**config.mk**
```make
export PLATFORM = sky130hd
export DESIGN_NAME = rgb_to_hsl_convert_unit
export DESIGN_NICKNAME = d
export VERILOG_FILES = /design/src/sv/hsl_pkg.sv /design/src/sv/rgb_to_hsl_convert_unit.sv /design/src/sv/hsl_front.sv /design/src/sv/hsl_div_cell.sv
export SDC_FILE = /design/constraint.sdc
export NUM_CORES = 2
export LEC_CHECK = 0
export ABC_AREA = 1
export BUFFER_PORTS_ARGS = -buffer_cell sky130_fd_sc_hd__buf_2
export CORE_MARGIN = 4
export CORE_UTILIZATION = 63
export DETAILED_ROUTE_END_ITERATION = 6
export PLACE_DENSITY = 0.92
export SETUP_SLACK_MARGIN = 0.3
export SLEW_MARGIN = 20
export SYNTH_ARGS = -nofsm -noshare
export SYNTH_HDL_FRONTEND = slang
export SYNTH_SLANG_ARGS = --single-unit
```
**constraint.sdc**
```tcl
create_clock -name aclk -period 57.1 [get_ports aclk]
set_input_delay 5.71 -clock aclk [delete_from_list [all_inputs] [get_ports aclk]]
set_output_delay 5.71 -clock aclk [all_outputs]
set_load 0.05 [all_outputs]
```
**src/sv/hsl_pkg.sv**
```systemverilog
// ----------------------------------------------------------------------------
// hsl_pkg: shared types and constants for the RGB to HSL converter
// Channel widths, result widths and the side data that rides the divide chain.
// ----------------------------------------------------------------------------
package hsl_pkg;

    localparam int CHAN_W  = 8;   // one color channel
    localparam int HUE_W   = 9;   // hue in degrees, 0..359
    localparam int LIGHT_W = 9;   // hi + lo, 0..510
    localparam int M_W     = 12;  // sextant position scaled by d, below 6*255
    localparam int N_W     = 17;  // 60 * M, below 360*255

    // Payload that travels alongside the two dividers
    typedef struct packed {
        logic               gray;       // all channels equal: hue and saturation are zero
        logic [LIGHT_W-1:0] lightness;
        logic [CHAN_W-1:0]  opacity;
    } hsl_side_t;

endpackage

```
**src/sv/rgb_to_hsl_convert_unit.sv**
```systemverilog
// ----------------------------------------------------------------------------
// rgb_to_hsl_convert_unit: RGB pixel to hue, saturation and lightness
// Preparation stage followed by two parallel chains of division cells.
// ----------------------------------------------------------------------------
// Usage:
//   Input channel (s_valid/s_ready) carries one 8-bit RGB pixel plus opacity.
//   Result channel (m_valid/m_ready) carries hue in degrees, saturation
//   scaled to 2^SATURATION_BITS-1, lightness as hi+lo (of 510) and the
//   opacity copied through.
//   The pipeline is one preparation stage, then one cell per quotient bit,
//   DIV_BITS = max(SATURATION_BITS, 9), in each divider. Throughput is one
//   pixel per cycle while the receiver accepts results; each cell of the two
//   divide chains holds a different pixel.
//   When the receiver stalls with a result pending, the whole chain holds
//   and s_ready drops in the same cycle; it rises again as soon as the
//   result transfers, so no pixel is lost or repeated.
//   Reset clears all stage valid bits; results in flight are dropped.
//   A gray pixel (all channels equal) gives hue and saturation of zero.
// ----------------------------------------------------------------------------
module rgb_to_hsl_convert_unit import hsl_pkg::*; #(
    parameter int SATURATION_BITS = 16
) (
    input  logic                       aclk,
    input  logic                       aresetn,
    input  logic                       s_valid,
    output logic                       s_ready,
    input  logic [CHAN_W-1:0]          s_red,
    input  logic [CHAN_W-1:0]          s_green,
    input  logic [CHAN_W-1:0]          s_blue,
    input  logic [CHAN_W-1:0]          s_opacity_in,
    output logic                       m_valid,
    input  logic                       m_ready,
    output logic [HUE_W-1:0]           m_hue,
    output logic [SATURATION_BITS-1:0] m_saturation,
    output logic [LIGHT_W-1:0]         m_lightness,
    output logic [CHAN_W-1:0]          m_opacity_out
);

    localparam int DIV_BITS = (SATURATION_BITS > HUE_W) ? SATURATION_BITS : HUE_W;

    logic advance;

    logic [CHAN_W-1:0]   hue_rem [0:DIV_BITS];
    logic [CHAN_W-1:0]   hue_den [0:DIV_BITS];
    logic [DIV_BITS-1:0] hue_low [0:DIV_BITS];
    logic [DIV_BITS-1:0] hue_quo [0:DIV_BITS];
    logic [CHAN_W-1:0]   sat_rem [0:DIV_BITS];
    logic [CHAN_W-1:0]   sat_den [0:DIV_BITS];
    logic [DIV_BITS-1:0] sat_low [0:DIV_BITS];
    logic [DIV_BITS-1:0] sat_quo [0:DIV_BITS];
    hsl_side_t           side    [0:DIV_BITS];

    hsl_side_t             side_reg  [1:DIV_BITS];
    logic [DIV_BITS:0]     valid_reg;
    logic [DIV_BITS:0]     valid_next;

    // Whole chain moves when the output slot is free or being taken
    assign advance = !valid_reg[DIV_BITS] || m_ready;
    assign s_ready = advance;

    // Stage valid bits
    assign valid_next = {valid_reg[DIV_BITS-1:0], s_valid};

    always_ff @(posedge aclk) begin
        if (!aresetn) begin
            valid_reg <= '0;
        end else if (advance) begin
            valid_reg <= valid_next;
        end
    end

    hsl_front #(
        .SAT_BITS (SATURATION_BITS),
        .DIV_BITS (DIV_BITS)
    ) u_front (
        .aclk    (aclk),
        .en      (advance),
        .red     (s_red),
        .green   (s_green),
        .blue    (s_blue),
        .opacity (s_opacity_in),
        .hue_rem (hue_rem[0]),
        .hue_low (hue_low[0]),
        .hue_den (hue_den[0]),
        .sat_rem (sat_rem[0]),
        .sat_low (sat_low[0]),
        .sat_den (sat_den[0]),
        .side    (side[0])
    );

    assign hue_quo[0] = '0;
    assign sat_quo[0] = '0;

    // One hue cell and one saturation cell per quotient bit
    for (genvar i = 0; i < DIV_BITS; i++) begin : g_cell
        hsl_div_cell #(
            .DEN_W (CHAN_W),
            .Q_W   (DIV_BITS)
        ) u_hue_cell (
            .aclk    (aclk),
            .en      (advance),
            .rem_in  (hue_rem[i]),
            .den_in  (hue_den[i]),
            .low_in  (hue_low[i]),
            .quo_in  (hue_quo[i]),
            .rem_out (hue_rem[i+1]),
            .den_out (hue_den[i+1]),
            .low_out (hue_low[i+1]),
            .quo_out (hue_quo[i+1])
        );

        hsl_div_cell #(
            .DEN_W (CHAN_W),
            .Q_W   (DIV_BITS)
        ) u_sat_cell (
            .aclk    (aclk),
            .en      (advance),
            .rem_in  (sat_rem[i]),
            .den_in  (sat_den[i]),
            .low_in  (sat_low[i]),
            .quo_in  (sat_quo[i]),
            .rem_out (sat_rem[i+1]),
            .den_out (sat_den[i+1]),
            .low_out (sat_low[i+1]),
            .quo_out (sat_quo[i+1])
        );

        // Carry lightness, opacity and the gray flag alongside
        always_ff @(posedge aclk) begin
            if (advance) begin
                side_reg[i+1] <= side[i];
            end
        end
        assign side[i+1] = side_reg[i+1];
    end

    // Result from the last cells; gray pixels force hue and saturation to zero
    assign m_valid       = valid_reg[DIV_BITS];
    assign m_hue         = side[DIV_BITS].gray ? '0 : hue_quo[DIV_BITS][HUE_W-1:0];
    assign m_saturation  = side[DIV_BITS].gray ? '0 : sat_quo[DIV_BITS][SATURATION_BITS-1:0];
    assign m_lightness   = side[DIV_BITS].lightness;
    assign m_opacity_out = side[DIV_BITS].opacity;

endmodule

```
**src/sv/hsl_front.sv**
```systemverilog
// ----------------------------------------------------------------------------
// hsl_front: pixel preparation stage
// Finds max/min, lightness, saturation denominator and the two dividends,
// and registers them as the head of the divide chain.
// ----------------------------------------------------------------------------
module hsl_front import hsl_pkg::*; #(
    parameter int SAT_BITS = 16,
    parameter int DIV_BITS = 16
) (
    input  logic                aclk,
    input  logic                en,
    input  logic [CHAN_W-1:0]   red,
    input  logic [CHAN_W-1:0]   green,
    input  logic [CHAN_W-1:0]   blue,
    input  logic [CHAN_W-1:0]   opacity,
    output logic [CHAN_W-1:0]   hue_rem,
    output logic [DIV_BITS-1:0] hue_low,
    output logic [CHAN_W-1:0]   hue_den,
    output logic [CHAN_W-1:0]   sat_rem,
    output logic [DIV_BITS-1:0] sat_low,
    output logic [CHAN_W-1:0]   sat_den,
    output hsl_side_t           side
);

    localparam int DVD_W = DIV_BITS + CHAN_W;

    logic [CHAN_W-1:0]  hi, lo, d;
    logic [LIGHT_W-1:0] sum;
    logic [LIGHT_W-1:0] den_wide;
    logic [M_W-1:0]     base, m_val;
    logic [M_W-1:0]     add_term, sub_term;
    logic [N_W-1:0]     n_val;
    logic [DVD_W-1:0]   hue_dvd, sat_dvd;

    logic [CHAN_W-1:0]   hue_rem_reg, sat_rem_reg, d_reg, den_reg;
    logic [DIV_BITS-1:0] hue_low_reg, sat_low_reg;
    hsl_side_t           side_reg;

    // Extremes, spread and lightness
    always_comb begin
        hi  = (red > green) ? red : green;
        hi  = (hi > blue) ? hi : blue;
        lo  = (red < green) ? red : green;
        lo  = (lo < blue) ? lo : blue;
        d   = hi - lo;
        sum = LIGHT_W'(hi) + LIGHT_W'(lo);
        if (sum < LIGHT_W'(255)) begin
            den_wide = sum;
        end else begin
            den_wide = LIGHT_W'(510) - sum;
        end
    end

    // Sextant position M = offset*d + diff, wrapped into [0, 6d)
    always_comb begin
        if (red == hi) begin
            if (green >= blue) begin
                base = '0;
            end else begin
                base = M_W'(d) * M_W'(6);
            end
            add_term = M_W'(green);
            sub_term = M_W'(blue);
        end else if (green == hi) begin
            base     = M_W'(d) << 1;
            add_term = M_W'(blue);
            sub_term = M_W'(red);
        end else begin
            base     = M_W'(d) << 2;
            add_term = M_W'(red);
            sub_term = M_W'(green);
        end
        m_val = base + add_term - sub_term;
        n_val = (N_W'(m_val) << 6) - (N_W'(m_val) << 2);
        hue_dvd = DVD_W'(n_val);
        sat_dvd = (DVD_W'(d) << SAT_BITS) - DVD_W'(d);
    end

    // Register the head of the chain
    always_ff @(posedge aclk) begin
        if (en) begin
            hue_rem_reg <= hue_dvd[DVD_W-1:DIV_BITS];
            hue_low_reg <= hue_dvd[DIV_BITS-1:0];
            d_reg       <= d;
            sat_rem_reg <= sat_dvd[DVD_W-1:DIV_BITS];
            sat_low_reg <= sat_dvd[DIV_BITS-1:0];
            den_reg     <= den_wide[CHAN_W-1:0];
            side_reg    <= '{gray: (d == '0), lightness: sum, opacity: opacity};
        end
    end

    assign hue_rem = hue_rem_reg;
    assign hue_low = hue_low_reg;
    assign hue_den = d_reg;
    assign sat_rem = sat_rem_reg;
    assign sat_low = sat_low_reg;
    assign sat_den = den_reg;
    assign side    = side_reg;

endmodule

```
**src/sv/hsl_div_cell.sv**
```systemverilog
// ----------------------------------------------------------------------------
// hsl_div_cell: one restoring-division cell
// Brings down one dividend bit, subtracts the divisor when it fits and
// shifts the resulting quotient bit in; hands everything to the next cell.
// ----------------------------------------------------------------------------
module hsl_div_cell import hsl_pkg::*; #(
    parameter int DEN_W = 8,
    parameter int Q_W   = 16
) (
    input  logic             aclk,
    input  logic             en,
    input  logic [DEN_W-1:0] rem_in,
    input  logic [DEN_W-1:0] den_in,
    input  logic [Q_W-1:0]   low_in,
    input  logic [Q_W-1:0]   quo_in,
    output logic [DEN_W-1:0] rem_out,
    output logic [DEN_W-1:0] den_out,
    output logic [Q_W-1:0]   low_out,
    output logic [Q_W-1:0]   quo_out
);

    logic [DEN_W:0]   trial, diff;
    logic             fits;
    logic [DEN_W-1:0] rem_next;

    logic [DEN_W-1:0] rem_reg, den_reg;
    logic [Q_W-1:0]   low_reg, quo_reg;

    // Trial subtract of the divisor from the partial remainder
    always_comb begin
        trial    = {rem_in, low_in[Q_W-1]};
        diff     = trial - {1'b0, den_in};
        fits     = (trial >= {1'b0, den_in});
        rem_next = fits ? diff[DEN_W-1:0] : trial[DEN_W-1:0];
    end

    // Advance to the next cell
    always_ff @(posedge aclk) begin
        if (en) begin
            rem_reg <= rem_next;
            den_reg <= den_in;
            low_reg <= {low_in[Q_W-2:0], 1'b0};
            quo_reg <= {quo_in[Q_W-2:0], fits};
        end
    end

    assign rem_out = rem_reg;
    assign den_out = den_reg;
    assign low_out = low_reg;
    assign quo_out = quo_reg;

endmodule
```
==> Word-level counts from Yosys, hierarchy flattened <==
Memories as Yosys holds them, arrays and structs flattened.
Cells that the tools add are included.
{ "word_totals": {"mem_bits_rw": 288, "output_inout_bits": 44, "n_memories": 1, "register_bits": 993} }
{ "classes": {"n_eq_ne": 2, "add_sub_neg": 37, "order_cmp": 38, "mux": 46, "mul": 1, "n_reduce_logical": 3} }
{ "mem_list": {"columns": ["name", "words", "word_bits", "read_ports", "rd_ports_with_merged_regs", "write_ports", "line_no", "text"], "rows": [
  ["side_reg", 16, 18, 16, 0, 16, "rgb_to_hsl_convert_unit.sv:53", "hsl_side_t side_reg [1:DIV_BITS];"]
]} }
{ "ops": {"columns": ["operator", "n"], "rows": [
  ["8-bit two-way mux", 37],
  ["9-bit by 8-bit greater-or-equal comparator with 1-bit output", 31],
  ["8-bit subtractor", 30],
  ["12-bit two-way mux", 2],
  ["24-bit by 8-bit subtractor with 24-bit output", 1],
  ["17-bit by 14-bit subtractor with 17-bit output", 1],
  ["8-bit equality test", 2],
  ["8-bit greater-than comparator", 2],
  ["8-bit less-than comparator", 2],
  ["16-bit two-way mux", 1],
  ["12-bit by 8-bit adder with 12-bit output", 1],
  ["12-bit subtractor", 1],
  ["11-bit two-way mux", 1],
  ["8-bit by 2-bit multiplier with 10-bit output (second input constant)", 1],
  ["10-bit two-way mux", 1],
  ["8-bit by 8-bit adder with 9-bit output", 1],
  ["9-bit by 8-bit less-than comparator with 1-bit output (second input constant)", 1],
  ["9-bit two-way mux", 1],
  ["2-bit by 8-bit greater-or-equal comparator with 1-bit output", 1],
  ["8-bit greater-or-equal comparator", 1],
  ["8-bit logical NOT", 1],
  ["2-bit by 8-bit subtractor with 8-bit output", 1],
  ["8-bit subtractor (first input constant)", 1],
  ["1-bit two-way mux", 2],
  ["3 further kinds", 3]
]} }

==> Logic depth before layout (Yosys ltp) <==
{ "logic_depth": {"word_depth": 11, "mapped_depth": 64, "ltp_nobuf": 63} }

==> Modules after synthesis <==
A second synthesis with hierarchy kept.
{ "unflattened": {"hier_cells": 6444, "hier_area_um2": 83065.9} }
{ "by_module_without_submodules": {"columns": ["mod", "seq_area_each_um2", "n_inst", "area_per_inst_um2", "cells_each"], "rows": [
  ["hsl_div_cell at g_cell[0].u_hue_cell ...", 1411.4, 17, 2074.5, 158],
  ["hsl_div_cell at g_cell[14].u_sat_cell ...", 1411.4, 13, 2077.0, 158],
  ["rgb_to_hsl_convert_unit", 8988.6, 1, 9713.1, 467],
  ["hsl_front", 2072.0, 1, 7048.0, 921],
  ["hsl_div_cell at g_cell[6].u_hue_cell", 1411.4, 1, 2029.4, 158],
  ["hsl_div_cell at g_cell[14].u_hue_cell", 1411.4, 1, 2008.2, 158]
]} }

==> Worst setup path before layout <==
OpenSTA, ideal clock, no wires.
{ "synth_path": {"path_type": "in2out", "start": "input port m_ready", "end": "output port s_ready", "path_stages": 3, "setup_slack_ns": 13.251, "required_ns": 51.390, "arrival_ns": 38.139, "path_cell_list": "nor2_1 > clkinv_1 > buf_1"} }
{ "synth_between": {"elab_chain_cells": 1} }
{ "synth_lines": {"columns": ["element", "line_no", "text"], "rows": [
  ["start, declared", "rgb_to_hsl_convert_unit.sv:32", "input logic m_ready,"],
  ["1-bit logical OR", "rgb_to_hsl_convert_unit.sv:58", "assign advance = !valid_reg[DIV_BITS] || m_ready;"],
  ["end, declared", "rgb_to_hsl_convert_unit.sv:26", "output logic s_ready,"]
]} }
Every way passes these cells.

==> Worst setup path in the final report <==
{ "layout_path": {"start": "input port s_green[7]", "end": "register u_front.hue_low_reg[14], in the netlist u_front.hue_low[14] (data pin)"} }
{ "layout_between": {"elab_chain_cells": 11} }
{ "layout_lines": {"columns": ["element", "line_no", "text"], "rows": [
  ["start, declared", "rgb_to_hsl_convert_unit.sv:28", "input logic [CHAN_W-1:0] s_green,"],
  ["8-bit greater-than comparator or 8-bit less-than comparator (tied branches)", "hsl_front.sv:41, hsl_front.sv:43", null],
  ["8-bit two-way mux (on tied branches)", "hsl_front.sv:41, hsl_front.sv:43", null],
  ["8-bit greater-than comparator or 8-bit less-than comparator (tied branches)", "hsl_front.sv:42, hsl_front.sv:44", null],
  ["8-bit two-way mux (on tied branches)", "hsl_front.sv:42, hsl_front.sv:44", null],
  ["8-bit subtractor (*)", "hsl_front.sv:45", "d = hi - lo;"],
  ["named net u_front.d[3]", "hsl_front.sv:27", "logic [CHAN_W-1:0] hi, lo, d;"],
  ["8-bit by 2-bit multiplier with 10-bit output", "hsl_front.sv:60", "base = M_W'(d) * M_W'(6);"],
  ["11-bit two-way mux", "hsl_front.sv:57", "if (green >= blue) begin"],
  ["12-bit two-way mux (*)", "hsl_front.sv:56", "if (red == hi) begin"],
  ["12-bit by 8-bit adder with 12-bit output (*)", "hsl_front.sv:73", "m_val = base + add_term - sub_term;"],
  ["12-bit subtractor (*)", "hsl_front.sv:73", null],
  ["17-bit by 14-bit subtractor with 17-bit output (*)", "hsl_front.sv:74", "n_val = (N_W'(m_val) << 6) - (N_W'(m_val) << 2);"],
  ["named net u_front.n_val[14]", "hsl_front.sv:32", "logic [N_W-1:0] n_val;"],
  ["end signal, assigned", "hsl_front.sv:83", "hue_low_reg <= hue_dvd[DIV_BITS-1:0];"],
  ["end, declared", "hsl_front.sv:36", "logic [DIV_BITS-1:0] hue_low_reg, sat_low_reg;"]
]} }
The timed path passes the listed nets; every way through them passes the cells marked *.
A chain may end at the register's enable or synchronous reset.

==> flow_summary.json <==
{
  "syn_nets": 4520,
  "final_core_util_pct": 69.5,
  "synth.top_cells.by_area": "edfxtp_1 67%, ha_1 7.8%, inv_1 3.9%",
  "io_pins": 80,
  "multiInputGateArea_um2": 14700,
  "synthFlopType": "edfxtp_1",
  "clockRootBuffer": "clkbuf_16",
  "path_max_fanout": 29,
  "end_kind": "flip-flop",
  "antenna_found_initial": 0,
  "area_growth_syn_to_layout_pct": 9.40,
  "crit_slowest_cell": "fa_1",
  "grt_usage_pct": 24.6,
  "cts.repair.resized": 0,
  "clk_latency_ns": 0.68,
  "worst_slew_pin_slew_ns": 1.03,
  "cts_sinks": 1198,
  "synth_compound_area_share_pct": 6.30,
  "fill_cells": 4764,
  "drt_iter0_markers": 3589,
  "grt_overflow": 0,
  "startpoint_type": "primary input",
  "grt_pass1_vias": 33500,
  "rsz0062_at_grt": "false",
  "place_hpwl_um": 64900,
  "cap_violations": 0,
  "drive_gt1_share_pct": 6.80,
  "dieWidth_um": 298,
  "yosysMostFrequentCell": "edfxtp_1",
  "die_y_um": 298,
  "via_per_inst": 6.01,
  "finClkSkew_ns": 0.0443,
  "cts_buffers": 105,
  "initial_core_util_pct": 63.5,
  "synth.distinct_cells": 54,
  "crit_top_cell": "nand2_1",
  "synth-edff-count": 1181,
  "syn_area_um2": 53100,
  "synthCells": 4113,
  "synth_top_area_cell": "edfxtp_1",
  "cts_setup_buffers": 0,
  "tns_ns": 0,
  "final_nets": 4649,
  "hold_class": "flip-flop to flip-flop",
  "crit_arrival_ns": 14.74,
  "slew_headroom_pct": 31.3,
  "synth_top_family_by_area": "adder cells",
  "critical_path.max_stage_delay_ns": 0.47,
  "status": "complete, but fails checks",
  "synth-simple-area-share_pct": 8.84,
  "core_um2": 83600,
  "fmax_mhz": 69.7,
  "yosysWarnings": 0,
  "synthArstFlopShare_pct": 0,
  "ctsLongestPathBuffers": 3,
  "gp_congestion": 0.906,
  "synthAdderAreaFrac_pct": 9.33,
  "wl_per_cell_um": 20.5,
  "firstDrtPassIters": 7,
  "synth_area_per_cell_um2": 12.9,
  "die-area_um2": 88900,
  "synth_top_area_share_pct": 66.8,
  "yosysSeqAreaShare_pct": 67.5,
  "finalMaxSlewViolations": 0,
  "cts_max_level": 3,
  "drcViolationCount": 1,
  "setup_viol_count_final": 0,
  "rows": 106,
  "drt.antenna.violating_nets": 0,
  "worstSetupPathType": "primary input to flip-flop",
  "synthMuxAreaShare_pct": 0,
  "largest_register_ff_count": 273,
  "final_hold_viol_count": 0,
  "fin_crit_sh_pct": 25.1,
  "seqCellArea_um2": 35800,
  "diodes": 0,
  "synth_common_cells": "1181 x edfxtp_1, 552 x inv_1, 427 x nand2_1",
  "port_buffers": 79,
  "path_clk_slew_ns": 0.07,
  "grt_max_degree": 180,
  "synth-xor-area-share_pct": 3.31,
  "period_needed_ns": 14.34,
  "synth_seq_cells": 1198,
  "routed_wl_um": 111000,
  "required_ns": 57.49,
  "violations": "design-rule violations",
  "grt_pass1_wl_um": 175000,
  "cts_hold_buf": 0,
  "cts_tree": "built",
  "vias": 32500
}
per-stage QoR:
stage	hold slack, ns	area, um^2	setup slack, ns	instances
finish	0.380	58100	42.76	5406
global route	0.387	58100	41.90	5406
floorplan	0.400	53100	13.25	4113
detailed placement	0.405	54600	42.16	5215
CTS	0.384	58000	42.80	5406
global placement	0.400	54600	42.32	5214
critical path, delay by kind of cell:
family | cells | cell delay (ns)
simple gates | 29 | 3.53
compound gates | 5 | 1.18
fa+ha+maj | 7 | 2.59
buf+inv | 10 | 1.18
xor+xnor | 3 | 0.54
area by class of cell:
cell class | count | share of cell area [%]
clock buffer | 118 | 4.65
sequential | 1198 | 61.7
clock inverter | 73 | 1.36
multi-input combinational | 2282 | 25.4
tap | 1080 | 2.33
inverter | 563 | 3.65
timing repair buffer | 92 | 0.955
cells in the final DEF, fill, tap and decap left out, types with 8 or more instances in the layout:
cell type     n
bufinv_16    14
a21oi_1     355
a21o_1       32
nand3_1     139
fa_1         41
o21ai_0     145
inv_1       552
inv_2         8
o21bai_1     21
clkinv_1     29
a211oi_1     21
nand4_1      47
clkbuf_1     12
ha_1        330
nor2_1      393
xnor2_1      57
nand2_2      16
clkinv_2     19
dfxtp_1      17
nor3_1       43
xor2_1      140
buf_2        79
nand2_1     427
edfxtp_1   1181
clkbuf_16   106
metal layers:
metal	share of wire (%)	up-vias	track usage [%]	wire [um]
met3	6.2	608	3.65	6900
met1	34	15300	25.7	37200
met5	0	-	0	0
met2	53	1941	46.3	58900
met4	7.0	0	15.0	7740
li1	-	14700	-	-
logic make-up (layout without fill, tap and decap cells):
kind of cell	Yosys count	after routing
flops	1198	1198
buf+inv	633	846
compound gates	610	610
simple gates	1102	1102
fa+ha+maj	371	371
xor+xnor	199	199
worst paths after layout:
check / startpoint / endpoint / slack, ns / depth (start not counted)
max reg2reg: valid_reg[16]$_SDFFE_PN0P_ / g_cell[0].u_hue_cell.den_out[4]$_DFFE_PP_ / 53.30 / 7
min: g_cell[6].u_hue_cell.low_out[13]$_DFFE_PP_ / g_cell[7].u_hue_cell.low_out[14]$_DFFE_PP_ / 0.38 / 0
max: s_green[7] / u_front.hue_low[14]$_DFFE_PP_ / 42.76 / 54
min reg2reg: g_cell[6].u_hue_cell.low_out[13]$_DFFE_PP_ / g_cell[7].u_hue_cell.low_out[14]$_DFFE_PP_ / 0.38 / 0
Power is left out: the tool's default activity adds up to more than one toggle a clock period on the data nets, which glitch-free logic cannot reach.
